[config.mk]
export PLATFORM = sky130hd
export DESIGN_NAME = bkp_front
export DESIGN_NICKNAME = d
export VERILOG_FILES = /design/src/design/bkp_pkg.sv /design/src/design/bkp_front.sv
export SDC_FILE = /design/constraint.sdc
export NUM_CORES = 1
export LEC_CHECK = 0
export BUFFER_PORTS_ARGS = -buffer_cell sky130_fd_sc_hd__clkbuf_2
export CAP_MARGIN = 10
export CORE_MARGIN = 2
export CORE_UTILIZATION = 40
export DETAILED_ROUTE_END_ITERATION = 8
export PLACE_DENSITY_LB_ADDON = 0.1
export SLEW_MARGIN = 10
export SYNTH_ARGS = -nofsm -noshare
export SYNTH_HDL_FRONTEND = slang
export SYNTH_SLANG_ARGS = --single-unit
[constraint.sdc]
create_clock -name vclk -period 2.1
set_input_delay 0.21 -clock vclk [all_inputs]
set_output_delay 0.21 -clock vclk [all_outputs]
set_load 0.02 [all_outputs]
[src/design/bkp_pkg.sv]
`timescale 1ns / 1ps
`default_nettype none
package bkp_pkg;

  localparam int CoordFracBits = 16;
  localparam int QB = 30;
  localparam int VW = 36;

  localparam logic [15:0] CoordMask = 16'((32'd1 << CoordFracBits) - 32'd1);

  localparam longint QOne  = longint'(1) << QB;
  localparam longint QHalf = QOne / 2;
  localparam longint QSixth = (QOne + 3) / 6;
  localparam longint QThirtieth = (QOne + 15) / 30;
  localparam longint QFortySecond = (QOne + 21) / 42;

  // reciprocals for exact floor division of values below 2^30
  localparam longint RecipFact24  = ((longint'(1) << 35) + 23) / 24;
  localparam longint RecipFact36  = ((longint'(1) << 36) + 35) / 36;
  localparam longint RecipFact720 = ((longint'(1) << 40) + 719) / 720;

  localparam logic signed [31:0] ProdOne = 32'sd16777216;

  typedef struct packed {
    logic [15:0] x_coord;
    logic [15:0] y_coord;
    logic        last_coord;
  } bkp_in_t;

  typedef struct packed {
    logic signed [31:0] kernel_value;
    logic               saturated;
  } bkp_out_t;

  typedef struct packed {
    logic [29:0] x_t;
    logic [29:0] y_t;
    logic [29:0] v_t;
    logic        last;
    logic [1:0]  deg;
  } bkp_job_t;

  function automatic logic [VW-1:0] mag_of(input logic signed [VW-1:0] a);
    mag_of = a[VW-1] ? VW'(-a) : VW'(a);
  endfunction

  function automatic logic signed [VW-1:0] poly_init(input logic [2:0] n);
    case (n)
      3'd1:    poly_init = VW'(-QHalf);
      3'd2:    poly_init = VW'(-QOne);
      3'd3:    poly_init = VW'(-3 * QHalf);
      3'd4:    poly_init = VW'(-2 * QOne);
      3'd6:    poly_init = VW'(-3 * QOne);
      default: poly_init = '0;
    endcase
  endfunction

  function automatic logic [2:0] poly_steps(input logic [2:0] n);
    case (n)
      3'd2:    poly_steps = 3'd1;
      3'd3:    poly_steps = 3'd2;
      3'd4:    poly_steps = 3'd3;
      3'd6:    poly_steps = 3'd5;
      default: poly_steps = 3'd0;
    endcase
  endfunction

  function automatic logic signed [VW-1:0] poly_coef(input logic [2:0] n,
                                                     input logic [2:0] k);
    logic signed [VW-1:0] c;
    c = '0;
    case (n)
      3'd2: c = VW'(QSixth);
      3'd3: if (k == 3'd0) c = VW'(QHalf);
      3'd4: begin
        if (k == 3'd0) c = VW'(QOne);
        if (k == 3'd2) c = VW'(-QThirtieth);
      end
      3'd6: begin
        if (k == 3'd0) c = VW'(5 * QHalf);
        if (k == 3'd2) c = VW'(-QHalf);
        if (k == 3'd4) c = VW'(QFortySecond);
      end
      default: c = '0;
    endcase
    poly_coef = c;
  endfunction

  function automatic logic [9:0] sq_fact(input logic [1:0] d);
    case (d)
      2'd2:    sq_fact = 10'd4;
      2'd3:    sq_fact = 10'd36;
      default: sq_fact = 10'd1;
    endcase
  endfunction

  function automatic logic [9:0] fact2(input logic [1:0] d);
    case (d)
      2'd2:    fact2 = 10'd24;
      2'd3:    fact2 = 10'd720;
      default: fact2 = 10'd2;
    endcase
  endfunction

  // divisors 1, 2 and 4 are plain shifts of one
  function automatic logic [31:0] recip_of(input logic [9:0] k);
    case (k)
      10'd24:  recip_of = 32'(RecipFact24);
      10'd36:  recip_of = 32'(RecipFact36);
      10'd720: recip_of = 32'(RecipFact720);
      default: recip_of = 32'(QOne);
    endcase
  endfunction

  function automatic logic [5:0] recip_sh(input logic [9:0] k);
    case (k)
      10'd2:   recip_sh = 6'd31;
      10'd4:   recip_sh = 6'd32;
      10'd24:  recip_sh = 6'd35;
      10'd36:  recip_sh = 6'd36;
      10'd720: recip_sh = 6'd40;
      default: recip_sh = 6'd30;
    endcase
  endfunction

endpackage
`default_nettype wire

[src/design/bkp_front.sv]
`timescale 1ns / 1ps
`default_nettype none
module bkp_front import bkp_pkg::*; (
  input  wire logic    in_valid_i,
  output logic         in_ready_o,
  input  wire bkp_in_t in_data_i,
  input  wire logic [1:0] cfg_deg_i,
  input  wire logic    q_full_i,
  output logic         push_o,
  output bkp_job_t     job_o
);

  logic [15:0] xm, ym, vm;

  assign in_ready_o = !q_full_i;
  assign push_o = in_valid_i && !q_full_i;

  always_comb begin
    xm = in_data_i.x_coord & CoordMask;
    ym = in_data_i.y_coord & CoordMask;
    vm = 16'(xm - ym) & CoordMask;
    job_o.x_t  = 30'(xm) << (QB - CoordFracBits);
    job_o.y_t  = 30'(ym) << (QB - CoordFracBits);
    job_o.v_t  = 30'(vm) << (QB - CoordFracBits);
    job_o.last = in_data_i.last_coord;
    job_o.deg  = (cfg_deg_i == 2'd0) ? 2'd1 : cfg_deg_i;
  end

endmodule
`default_nettype wire

Word-level counts from Yosys, hierarchy flattened
Cells that the tools add are included.
W data, S select, Z words.
{ "classes": {"muxes": 1, "add_sub_neg": 1, "n_reduce_logical": 3} }
{ "op_table": {"columns": ["cell", "n"], "rows": [
  ["$sub A16 B16 Y16", 1],
  ["$logic_not A2 Y1", 1],
  ["$mux W2", 1],
  ["$logic_and A1 B1 Y1", 1],
  ["$logic_not A1 Y1", 1]
]} }
{ "totals": {"reg_bits": 0, "elab_cells": 5, "inputBits": 37} }

Logic depth before layout (Yosys ltp)
{ "depth": {"depth_word": 2, "mapped_depth": 8} }

Worst setup path after synthesis
OpenSTA, ideal clock, no wires.
{ "synth_path": {"path_kind": "in2out", "startpoint": "input port in_data_i[17] (netlist bit)", "endpoint": "output port job_o[29] (netlist bit)", "required_ps": 1890, "t_arrival_ps": 2047, "path_stages": 8, "setup_slack_ps": -157, "n_path_buf": 0, "cell_sequence": "inv_1 ha_1 fa_1 nor2b_4 o2111ai_1 a21oi_1 nor2_1 o311ai_1"} }
{ "synth_rtl": {"columns": ["item", "line", "source"], "rows": [
  ["start: declaration", "bkp_front.sv:6", "input wire bkp_in_t in_data_i,"],
  ["end: declaration", "bkp_front.sv:10", "output bkp_job_t job_o"]
]} }

==> impl_metrics.toml <==
[pwr]
static-leakage-power_nw = 1.04
powerDensity_nw_per_um2 = 388
ir_worst_vdd_uv = 168
power_frac_comb_pct = 100.0
sum_of_internal_switching_and_leakage_power_mw = 0.678
p_int_mw = 0.259
power.switching_fraction_pct = 61.8
p_switching_mw = 0.419
seq_power_share_pct = 0
power.share.clock_pct = 0

[place]
place_congestion = 0.813
dp_hpwl_um = 2650
place_inst = 320
post-place-ws_ps = -285
post_dp_cell_area_um2 = 1620
port-buffer-count = 88

[detailed_routing]
detail-route-antenna-nets = 0
avgViaCountPerCell = 4.33
remaining_drc_errors = 0
dr.first_iter.drc_count = 25
routed_wirelength_um = 2980
num_vias = 1390
post_drt_wl_per_cell_um = 9.28
drtPass1Iterations = 4

[timing]
hold_violations = 0
min_period_ps = 2100
report.final.setup_viol = 0
period_share_pct = 99.8
final_critical_path_setup_slack_ps = 3.73
timing.fmax_ghz = 0.477
rsz0062_at_grt = "true"
final_max_slew_viol_count = 0

[status]
run_status = "complete, no violations"

[cells_and_area]
numSequentialCells = 0
final_area_um2 = 1750
final_stage_net_count = 330
total_area_of_sequential_cells_um2 = 0
layout-area-overhead-vs-synth_pct = 21.5
antennaDiodeCount = 0
final_cell_count_no_fill = 321
final_core_util_pct = 51.6
drive_above_1_share_pct = 44.0
clockBufferCount = 0

[yosys]
synth_largest_type_area_fraction_pct = 39.1
synthesis.area_um2 = 1440
synthTopCellsByArea = "sky130_fd_sc_hd__buf_4 39%, sky130_fd_sc_hd__ha_1 13%, sky130_fd_sc_hd__inv_1 5.5%"
post_synth_inst_count = 210
ys_types = 34
synth_area_per_cell_um2 = 6.85
yosys_warnings = 0
synth.cells.most_frequent = "75 x sky130_fd_sc_hd__buf_4, 21 x sky130_fd_sc_hd__inv_1, 15 x sky130_fd_sc_hd__ha_1"
synth_area_leader_cell = "sky130_fd_sc_hd__buf_4"
yosys.cell_count.top_type = "sky130_fd_sc_hd__buf_4"
ys_seq_area_share_pct = 0

[setup_path]
critical-path-slowest-cell = "sky130_fd_sc_hd__or4_1"
critPathLaunchType = "primary input"
arrival_time_at_the_worst_endpoint_ps = 1890
worstSetupPathType = "in -> out"
slowest_delay_ps = 390
crit_path_end_kind = "output pin"
cp_data_required_time_ps = 1890
path_max_fanout = 3
critical_path.cell_chain = "buf_8 > inv_4 > ha_4 > fa_2 > nor2b_4 > o2111ai_2 > a21oi_2 > buf_4 > or4_1 > nand4_1 > clkbuf_8"

[global_routing]
grt_antenna_before_repair = 0
first_global_vias = 1116
gr-usage-all-layers_pct = 13.0
grt_pass1_wl_um = 4630
grt_remaining_overflow = 0
grt_max_degree = 9

[floorplan]
placeable_area_um2 = 3390
rows = 21
ios = 132
die_y_um = 64.0
dieWidth_um = 64.0
die_area_um2 = 4090
start_util_pct = 42.5

[run]
maxCapViolCount = 0

[clock_network]
count_of_hold_buffers_inserted_by_post_cts_repair = 0

[min_path]
worstHoldPathType = "in -> out"
metrics by stage:
stage	setup TNS, ps	hold slack, ps
finish	0	420
global route	-216	420
CTS	-113	420
detailed placement	-611	420
global placement	-392	420
floorplan	0	497
timing repair:
item                                    in CTS  in global routing
buffers inserted                             1                  0
hold endpoints to repair                     0                  0
endpoints found under the setup margin       3                  6
pin swaps                                    8                  8
gates resized for setup                     13                 18
path summary, 6_finish.rpt:
kind,from,end,slack [ps],depth (start not counted)
setup / recovery,in_data_i[17],job_o[27],4,11
hold / removal,in_data_i[0],job_o[2],420,0
layer usage:
layer	global-route usage, %	wire [µm]	up-vias
li1	-	-	717
met1	19.0	1320	595
met3	0.528	260	2
met2	21.7	1380	76
met5	0	0	-
met4	1.09	16	0
placed cells by master (no fill, tap or decap), types with 2 or more instances in the layout:
cell type,count
sky130_fd_sc_hd__conb_1,42
sky130_fd_sc_hd__a21oi_1,9
sky130_fd_sc_hd__xnor2_1,8
sky130_fd_sc_hd__nor2_1,7
sky130_fd_sc_hd__clkbuf_2,82
sky130_fd_sc_hd__ha_4,3
sky130_fd_sc_hd__o211ai_1,2
sky130_fd_sc_hd__nand2_1,11
sky130_fd_sc_hd__inv_1,19
sky130_fd_sc_hd__xor2_1,3
sky130_fd_sc_hd__o21a_1,3
sky130_fd_sc_hd__nor3_1,3
sky130_fd_sc_hd__a21oi_2,5
sky130_fd_sc_hd__a31oi_1,3
sky130_fd_sc_hd__nand3_1,5
sky130_fd_sc_hd__ha_1,12
sky130_fd_sc_hd__o21ai_1,3
sky130_fd_sc_hd__nand2b_1,7
sky130_fd_sc_hd__buf_4,17
sky130_fd_sc_hd__o21ai_0,3
sky130_fd_sc_hd__a21o_1,4
area by class of cell:
| type | count | area [µm²] |
|---|---|---|
| well taps | 46 | 57.6 |
| multi-input cells | 152 | 1030 |
| fillers | 356 | 1640 |
| repair buffers | 102 | 578 |
| inverters | 21 | 81.3 |
critical path: cells and delay by family:
| family | cells | cell delay, ps |
|---|---|---|
| AO/OA/AOI/OAI | 2 | 320 |
| adder cells (fa/ha/maj) | 2 | 340 |
| buffers and inverters | 4 | 450 |
| AND/OR/NAND/NOR | 3 | 570 |
cells by family (layout without fill, tap and decap cells):
group / after synthesis / count (layout) / synth area share [%]
compound gates: 39 / 39 / 17.2
fa+ha+maj: 16 / 16 / 14.4
other cells: 1 / 42 / 0.261
xor+xnor: 12 / 12 / 7.30
buf+inv: 99 / 123 / 45.5
simple gates: 43 / 43 / 15.3
power groups by stage:
stage	Combinational (mW)	Sequential [mW]	Clock [mW]
floorplan	0.535	0	0
global placement	0.633	0	0
detailed placement	0.633	0	0
CTS	0.663	0	0
global route	0.741	0	0
finish	0.678	0	0
No activity file was read; power rests on OpenSTA's default activity.
