--- src/design/bkp_pkg.sv ---
`timescale 1ns / 1ps
`default_nettype none
package bkp_pkg;

  localparam int CoordFracBits = 16;
  localparam int QB = 30;
  localparam int VW = 36;

  localparam logic [15:0] CoordMask = 16'((32'd1 << CoordFracBits) - 32'd1);

  localparam longint QOne  = longint'(1) << QB;
  localparam longint QHalf = QOne / 2;
  localparam longint QSixth = (QOne + 3) / 6;
  localparam longint QThirtieth = (QOne + 15) / 30;
  localparam longint QFortySecond = (QOne + 21) / 42;

  // reciprocals for exact floor division of values below 2^30
  localparam longint RecipFact24  = ((longint'(1) << 35) + 23) / 24;
  localparam longint RecipFact36  = ((longint'(1) << 36) + 35) / 36;
  localparam longint RecipFact720 = ((longint'(1) << 40) + 719) / 720;

  localparam logic signed [31:0] ProdOne = 32'sd16777216;

  typedef struct packed {
    logic [15:0] x_coord;
    logic [15:0] y_coord;
    logic        last_coord;
  } bkp_in_t;

  typedef struct packed {
    logic signed [31:0] kernel_value;
    logic               saturated;
  } bkp_out_t;

  typedef struct packed {
    logic [29:0] x_t;
    logic [29:0] y_t;
    logic [29:0] v_t;
    logic        last;
    logic [1:0]  deg;
  } bkp_job_t;

  function automatic logic [VW-1:0] mag_of(input logic signed [VW-1:0] a);
    mag_of = a[VW-1] ? VW'(-a) : VW'(a);
  endfunction

  function automatic logic signed [VW-1:0] poly_init(input logic [2:0] n);
    case (n)
      3'd1:    poly_init = VW'(-QHalf);
      3'd2:    poly_init = VW'(-QOne);
      3'd3:    poly_init = VW'(-3 * QHalf);
      3'd4:    poly_init = VW'(-2 * QOne);
      3'd6:    poly_init = VW'(-3 * QOne);
      default: poly_init = '0;
    endcase
  endfunction

  function automatic logic [2:0] poly_steps(input logic [2:0] n);
    case (n)
      3'd2:    poly_steps = 3'd1;
      3'd3:    poly_steps = 3'd2;
      3'd4:    poly_steps = 3'd3;
      3'd6:    poly_steps = 3'd5;
      default: poly_steps = 3'd0;
    endcase
  endfunction

  function automatic logic signed [VW-1:0] poly_coef(input logic [2:0] n,
                                                     input logic [2:0] k);
    logic signed [VW-1:0] c;
    c = '0;
    case (n)
      3'd2: c = VW'(QSixth);
      3'd3: if (k == 3'd0) c = VW'(QHalf);
      3'd4: begin
        if (k == 3'd0) c = VW'(QOne);
        if (k == 3'd2) c = VW'(-QThirtieth);
      end
      3'd6: begin
        if (k == 3'd0) c = VW'(5 * QHalf);
        if (k == 3'd2) c = VW'(-QHalf);
        if (k == 3'd4) c = VW'(QFortySecond);
      end
      default: c = '0;
    endcase
    poly_coef = c;
  endfunction

  function automatic logic [9:0] sq_fact(input logic [1:0] d);
    case (d)
      2'd2:    sq_fact = 10'd4;
      2'd3:    sq_fact = 10'd36;
      default: sq_fact = 10'd1;
    endcase
  endfunction

  function automatic logic [9:0] fact2(input logic [1:0] d);
    case (d)
      2'd2:    fact2 = 10'd24;
      2'd3:    fact2 = 10'd720;
      default: fact2 = 10'd2;
    endcase
  endfunction

  // divisors 1, 2 and 4 are plain shifts of one
  function automatic logic [31:0] recip_of(input logic [9:0] k);
    case (k)
      10'd24:  recip_of = 32'(RecipFact24);
      10'd36:  recip_of = 32'(RecipFact36);
      10'd720: recip_of = 32'(RecipFact720);
      default: recip_of = 32'(QOne);
    endcase
  endfunction

  function automatic logic [5:0] recip_sh(input logic [9:0] k);
    case (k)
      10'd2:   recip_sh = 6'd31;
      10'd4:   recip_sh = 6'd32;
      10'd24:  recip_sh = 6'd35;
      10'd36:  recip_sh = 6'd36;
      10'd720: recip_sh = 6'd40;
      default: recip_sh = 6'd30;
    endcase
  endfunction

endpackage
`default_nettype wire

--- src/design/bkp_queue.sv ---
`timescale 1ns / 1ps
`default_nettype none
module bkp_queue import bkp_pkg::*; (
  input  wire logic     clk_i,
  input  wire logic     rst_ni,
  input  wire logic     push_i,
  input  wire bkp_job_t job_i,
  output logic          full_o,
  input  wire logic     pop_i,
  output logic          valid_o,
  output bkp_job_t      job_o
);

  bkp_job_t   mem_q [2];
  logic       wr_q, rd_q;
  logic [1:0] cnt_q;

  assign full_o  = (cnt_q == 2'd2);
  assign valid_o = (cnt_q != 2'd0);
  assign job_o   = mem_q[rd_q];

  always_ff @(posedge clk_i) begin
    if (push_i) begin
      mem_q[wr_q] <= job_i;
    end
  end

  always_ff @(posedge clk_i or negedge rst_ni) begin
    if (!rst_ni) begin
      wr_q  <= 1'b0;
      rd_q  <= 1'b0;
      cnt_q <= 2'd0;
    end else begin
      if (push_i) wr_q <= !wr_q;
      if (pop_i) rd_q <= !rd_q;
      cnt_q <= cnt_q + 2'(push_i) - 2'(pop_i);
    end
  end

endmodule
`default_nettype wire

--- config.mk ---
export PLATFORM = sky130hd
export DESIGN_NAME = bkp_queue
export DESIGN_NICKNAME = d
export VERILOG_FILES = /design/src/design/bkp_pkg.sv /design/src/design/bkp_queue.sv
export SDC_FILE = /design/constraint.sdc
export NUM_CORES = 1
export LEC_CHECK = 0
export ABC_AREA = 1
export BUFFER_PORTS_ARGS = -buffer_cell sky130_fd_sc_hd__buf_2
export CAP_MARGIN = 40
export CORE_MARGIN = 2
export CORE_UTILIZATION = 52
export DETAILED_ROUTE_END_ITERATION = 10
export MAX_ROUTING_LAYER = met4
export PLACE_DENSITY_LB_ADDON = 0.1
export SLEW_MARGIN = 15
export SYNTH_ARGS = -nofsm -noshare
export SYNTH_HDL_FRONTEND = slang
export SYNTH_SLANG_ARGS = --single-unit
--- constraint.sdc ---
create_clock -name clk_i -period 5.3 [get_ports clk_i]
set_input_delay 0.53 -clock clk_i [delete_from_list [all_inputs] [get_ports clk_i]]
set_output_delay 0.53 -clock clk_i [all_outputs]
set_load 0.05 [all_outputs]
=== Word level (Yosys, flattened, before mapping) ===
Memory sizes are Yosys's and may differ from the RTL's.
Cells that the tools add are included.
Widths: inputs -> output; s select.

* Register bits: 4
* Bits in writable memories: 186
* Bits of input ports: 97
* Output and inout bits: 95
* Word-level logic and storage cells: 12
* Memories: 1

* Add/sub/neg operators: 2
* Equal/unequal tests: 1
* Muxes and demuxes: 2
* Reduce and logical (&&, ||, !) cells: 3

{| class="wikitable"
|+ Memories
! name !! words !! bits a word !! rd ports !! clocked after Yosys merged registers in !! wr ports !! RTL line !! text
|-
| mem_q || 2 || 93 || 1 || 0 || 1 || bkp_queue.sv:14 || <nowiki>bkp_job_t mem_q [2];</nowiki>
|}

{| class="wikitable"
|+ Operators with widths
! kind !! number
|-
| $add 2x1->2 || 1
|-
| $eq 2x2->1 const B || 1
|-
| $logic_not 1->1 || 2
|-
| $mux 1 || 2
|-
| $reduce_bool 2->1 || 1
|-
| $sub 2x1->2 || 1
|}

=== Depth between registers and ports, before layout ===
* Depth in word-level cells: 2
* Mapped depth: 7
* Depth with buffers taken out: 7

=== Worst setup path before layout ===
Ideal clock, no wire load.

* Kind: input -> register
* From: input port push_i
* To: memory mem_q[0][0] in the netlist's numbering (enable)
* Arrival: 4.464 ns
* Data required time: 4.752 ns
* Path slack: 0.288 ns
* Cell stages on the path: 2
* Path through: inv_1 -> nor2_1

* Word-level cells in the longest chain between the ends: 2

{| class="wikitable"
|+ Ends and longest elaborated chain
! element !! RTL line !! text
|-
| start: declaration || bkp_queue.sv:6 || <nowiki>input wire logic push_i,</nowiki>
|-
| $mux 1 || bkp_queue.sv:23 || <nowiki>if (push_i) begin</nowiki>
|-
| $mux 1 (implied by the code) || bkp_queue.sv:24 || <nowiki>mem_q[wr_q] <= job_i;</nowiki>
|-
| end: declaration || bkp_queue.sv:14 ||
|}

No other way between the ends.

==> load_flow_metrics.sql <==
INSERT INTO impl_metrics (metric_group, metric, value, unit) VALUES
('finish', 'area_delta_synth_final', '23.9', '%'),
('synth', 'synth_top_area_cell', 'sky130_fd_sc_hd__edfxtp_1', ''),
('synth', 'synthTopCellsByArea', 'sky130_fd_sc_hd__edfxtp_1 77%, sky130_fd_sc_hd__inv_1 5.1%, sky130_fd_sc_hd__nand2_1 5.1%, sky130_fd_sc_hd__o21ai_2 4.8%, sky130_fd_sc_hd__o21ai_0 3.2%', ''),
('worst_setup_path', 'critical_path.startpoint_type', 'flop', ''),
('worst_setup_path', 'crit_chain', 'buf_16, buf_12, nand2_1, o21ai_0, buf_2', ''),
('cts', 'number_of_hold_buffers_added_after_cts', '1', ''),
('worst_setup_path', 'critical_path.top_delay_family', 'buffers and inverters', ''),
('synth', 'yosys.cell_types.count', '15', ''),
('sta', 'min_period_over_period', '0.513', ''),
('floorplanning', 'die_area', '15000', 'um2'),
('synth', 'seq_area_frac_synth', '0.779', ''),
('floorplanning', 'placement_rows', '43', ''),
('finish', 'filler_cell_count', '1077', ''),
('status', 'status', 'completed', ''),
('grt', 'largest_net_degree_at_the_start_of_global_routing', '99', ''),
('worst_setup_path', 'crit_path_max_incr_delay', '0.44', 'ns'),
('finish', 'instances_no_fill', '901', ''),
('synth', 'synth.net_count', '610', ''),
('drt', 'met3_length', '1190', 'um'),
('sta', 'period_needed', '2.72', 'ns'),
('drt', 'top_signal_layer_used', 'met4', ''),
('power_and_ir_drop', 'p_per_area', '670', 'nW/um2'),
('sta', 'worst_hold_slack', '0.292', 'ns'),
('worst_setup_path', 'crit_required', '4.77', 'ns'),
('power_and_ir_drop', 'power.ir.vdd_worst', '0.498', 'mV'),
('cts', 'cts_tree', 'done', ''),
('job', 'max-cap-violations', '0', ''),
('synth', 'synth.ff_latch_count', '190', ''),
('grt', 'grt-ovfl-total', '0', ''),
('sta', 'timing_worst_slew_pin_value', '0.683', 'ns'),
('sta', 'rsz0062_at_grt', 'no', ''),
('synth', 'yosys_warnings', '0', ''),
('sta', 'setup_tns', '0', 'ns'),
('drt', 'ant_nets', '0', ''),
('floorplanning', 'die-width', '122', 'um'),
('drt', 'detailedRoute.firstIterationViolations', '344', ''),
('finish', 'multi_input_comb_area', '1050', 'um2'),
('drt', 'met2WireLength', '6470', 'um'),
('cts', 'post_cts_buffers', '0', ''),
('sta', 'clock.fmax', '367', 'MHz'),
('sta', 'final_critical_path_setup_slack', '2.58', 'ns'),
('worst_setup_path', 'crit_buf_inv', '3', ''),
('floorplanning', 'pin_count', '192', ''),
('grt', 'first_global_vias', '4097', ''),
('drt', 'detail_route.vias_per_cell', '4.76', ''),
('finish', 'final_common_cell', 'sky130_fd_sc_hd__buf_2', ''),
('sta', 'setup_viol_count_final', '0', ''),
('cts', 'cts-buffers-inserted', '17', ''),
('synth', 'postSynthAreaPerCell', '14.3', 'um2'),
('sta', 'report.final.hold_viol_count', '0', ''),
('finish', 'final_net_count', '805', ''),
('worst_setup_path', 'critPathMaxFanout', '98', ''),
('cts', 'root_buffer', 'sky130_fd_sc_hd__clkbuf_16', ''),
('floorplanning', 'dieHeight', '122', 'um'),
('placed_design', 'io_buffer_count', '191', ''),
('power_and_ir_drop', 'power.static_leakage', '3.89', 'nW'),
('synth', 'netlist_instances', '511', ''),
('drt', 'wirelength_met1', '5150', 'um'),
('drt', 'remaining_drc_errors', '0', ''),
('drt', 'totalWireLength', '13000', 'um'),
('cts', 'htree_levels', '4', ''),
('sta', 'worst_slew_margin_rel', '0.545', ''),
('finish', 'drive_gt1_frac', '0.371', ''),
('drt', 'num_vias', '4286', ''),
('grt', 'grt_util_all_layers', '0.184', ''),
('floorplanning', 'floorplan.initialDensity', '0.530', ''),
('floorplanning', 'core_area', '13800', 'um2'),
('placed_design', 'placedCellCount', '865', ''),
('drt', 'detailedRoute.firstPassIterationCount', '4', ''),
('finish', 'reg_area', '5690', 'um2'),
('hold_path', 'hp-class', 'in -> reg', '');
-- metal layers --
| layer | GRT usage | up-vias |
|---|---|---|
| li1 | - | 2120 |
| met5 | - | - |
| met2 | 0.299 | 127 |
| met4 | 0.0711 | 0 |
| met3 | 0.0664 | 15 |
| met1 | 0.209 | 2024 |
-- flip-flops by register name, indices dropped and copies added (netlist names) --
signal,cells
rd_q,1
wr_q,1
mem_q,186
cnt_q,2
-- power breakdown --
part           switching, mW  internal, mW  leakage (nW)
clock                  0.505         0.882         0.319
sequential            0.0729          2.00          1.79
combinational           2.08         0.517          1.77
total                   2.66          3.40          3.89
-- cell families after synthesis --
group | Yosys count | synth area share
flip-flops | 190 | 0.779
AND/OR/NAND/NOR | 103 | 0.0532
AO/OA/AOI/OAI | 93 | 0.0844
buffers and inverters | 121 | 0.0773
adder cells (fa/ha/maj) | 2 | 0.00343
XOR/XNOR | 2 | 0.00240
-- worst paths after layout --
path / start / end / slack (ns) / cells past startpoint
max reg2reg: wr_q$_DFFE_PN0P_ / mem_q[0][11]$_DFFE_PP_ / 3.17 / 3
max in group asynchronous: rst_ni / rd_q$_DFFE_PN0P_ / 4.73 / 2
min: job_i[45] / mem_q[0][45]$_DFFE_PP_ / 0.29 / 1
max: rd_q$_DFFE_PN0P_ / job_o[6] / 2.58 / 5
min reg2reg: rd_q$_DFFE_PN0P_ / rd_q$_DFFE_PN0P_ / 0.55 / 1
min in group asynchronous: rst_ni / rd_q$_DFFE_PN0P_ / 0.44 / 2
-- Yosys cell counts --
cell type                    n
sky130_fd_sc_hd__buf_6      13
sky130_fd_sc_hd__xor2_1      2
sky130_fd_sc_hd__nand2_1   100
sky130_fd_sc_hd__buf_2       1
sky130_fd_sc_hd__nand3_1     1
sky130_fd_sc_hd__buf_4       3
sky130_fd_sc_hd__inv_1     100
sky130_fd_sc_hd__clkbuf_1    4
sky130_fd_sc_hd__edfxtp_1  186
sky130_fd_sc_hd__o21ai_1     7
sky130_fd_sc_hd__ha_1        2
sky130_fd_sc_hd__nor2_1      2
sky130_fd_sc_hd__dfrtp_1     4
sky130_fd_sc_hd__o21ai_0    46
sky130_fd_sc_hd__o21ai_2    40
-- worst register-to-register path, delay by kind of cell, from the launching register on --
kind | cells | cell delay [ns]
simple gates | 1 | 0.11
flops | 1 | 0.43
buf+inv | 2 | 1.18
-- layout make-up --
type                       instances  area share
clock inverter                    12      0.0239
tap                              180      0.0249
multi-input combinational        200       0.117
antenna                            2    0.000554
sequential                       190       0.629
timing repair buffer             197       0.115
inverter                         100      0.0418
clock buffer                      20      0.0483
-- through the flow --
stage          total power, mW  cell area, um2
2_1_floorplan             4.24            7300
3_3_place_gp              4.67            8340
3_5_place_dp              4.71            8340
4_1_cts                   6.09            9010
5_1_grt                   6.34            9040
6_report                  6.05            9040
Note: power is estimated with default switching activity, not from simulation.
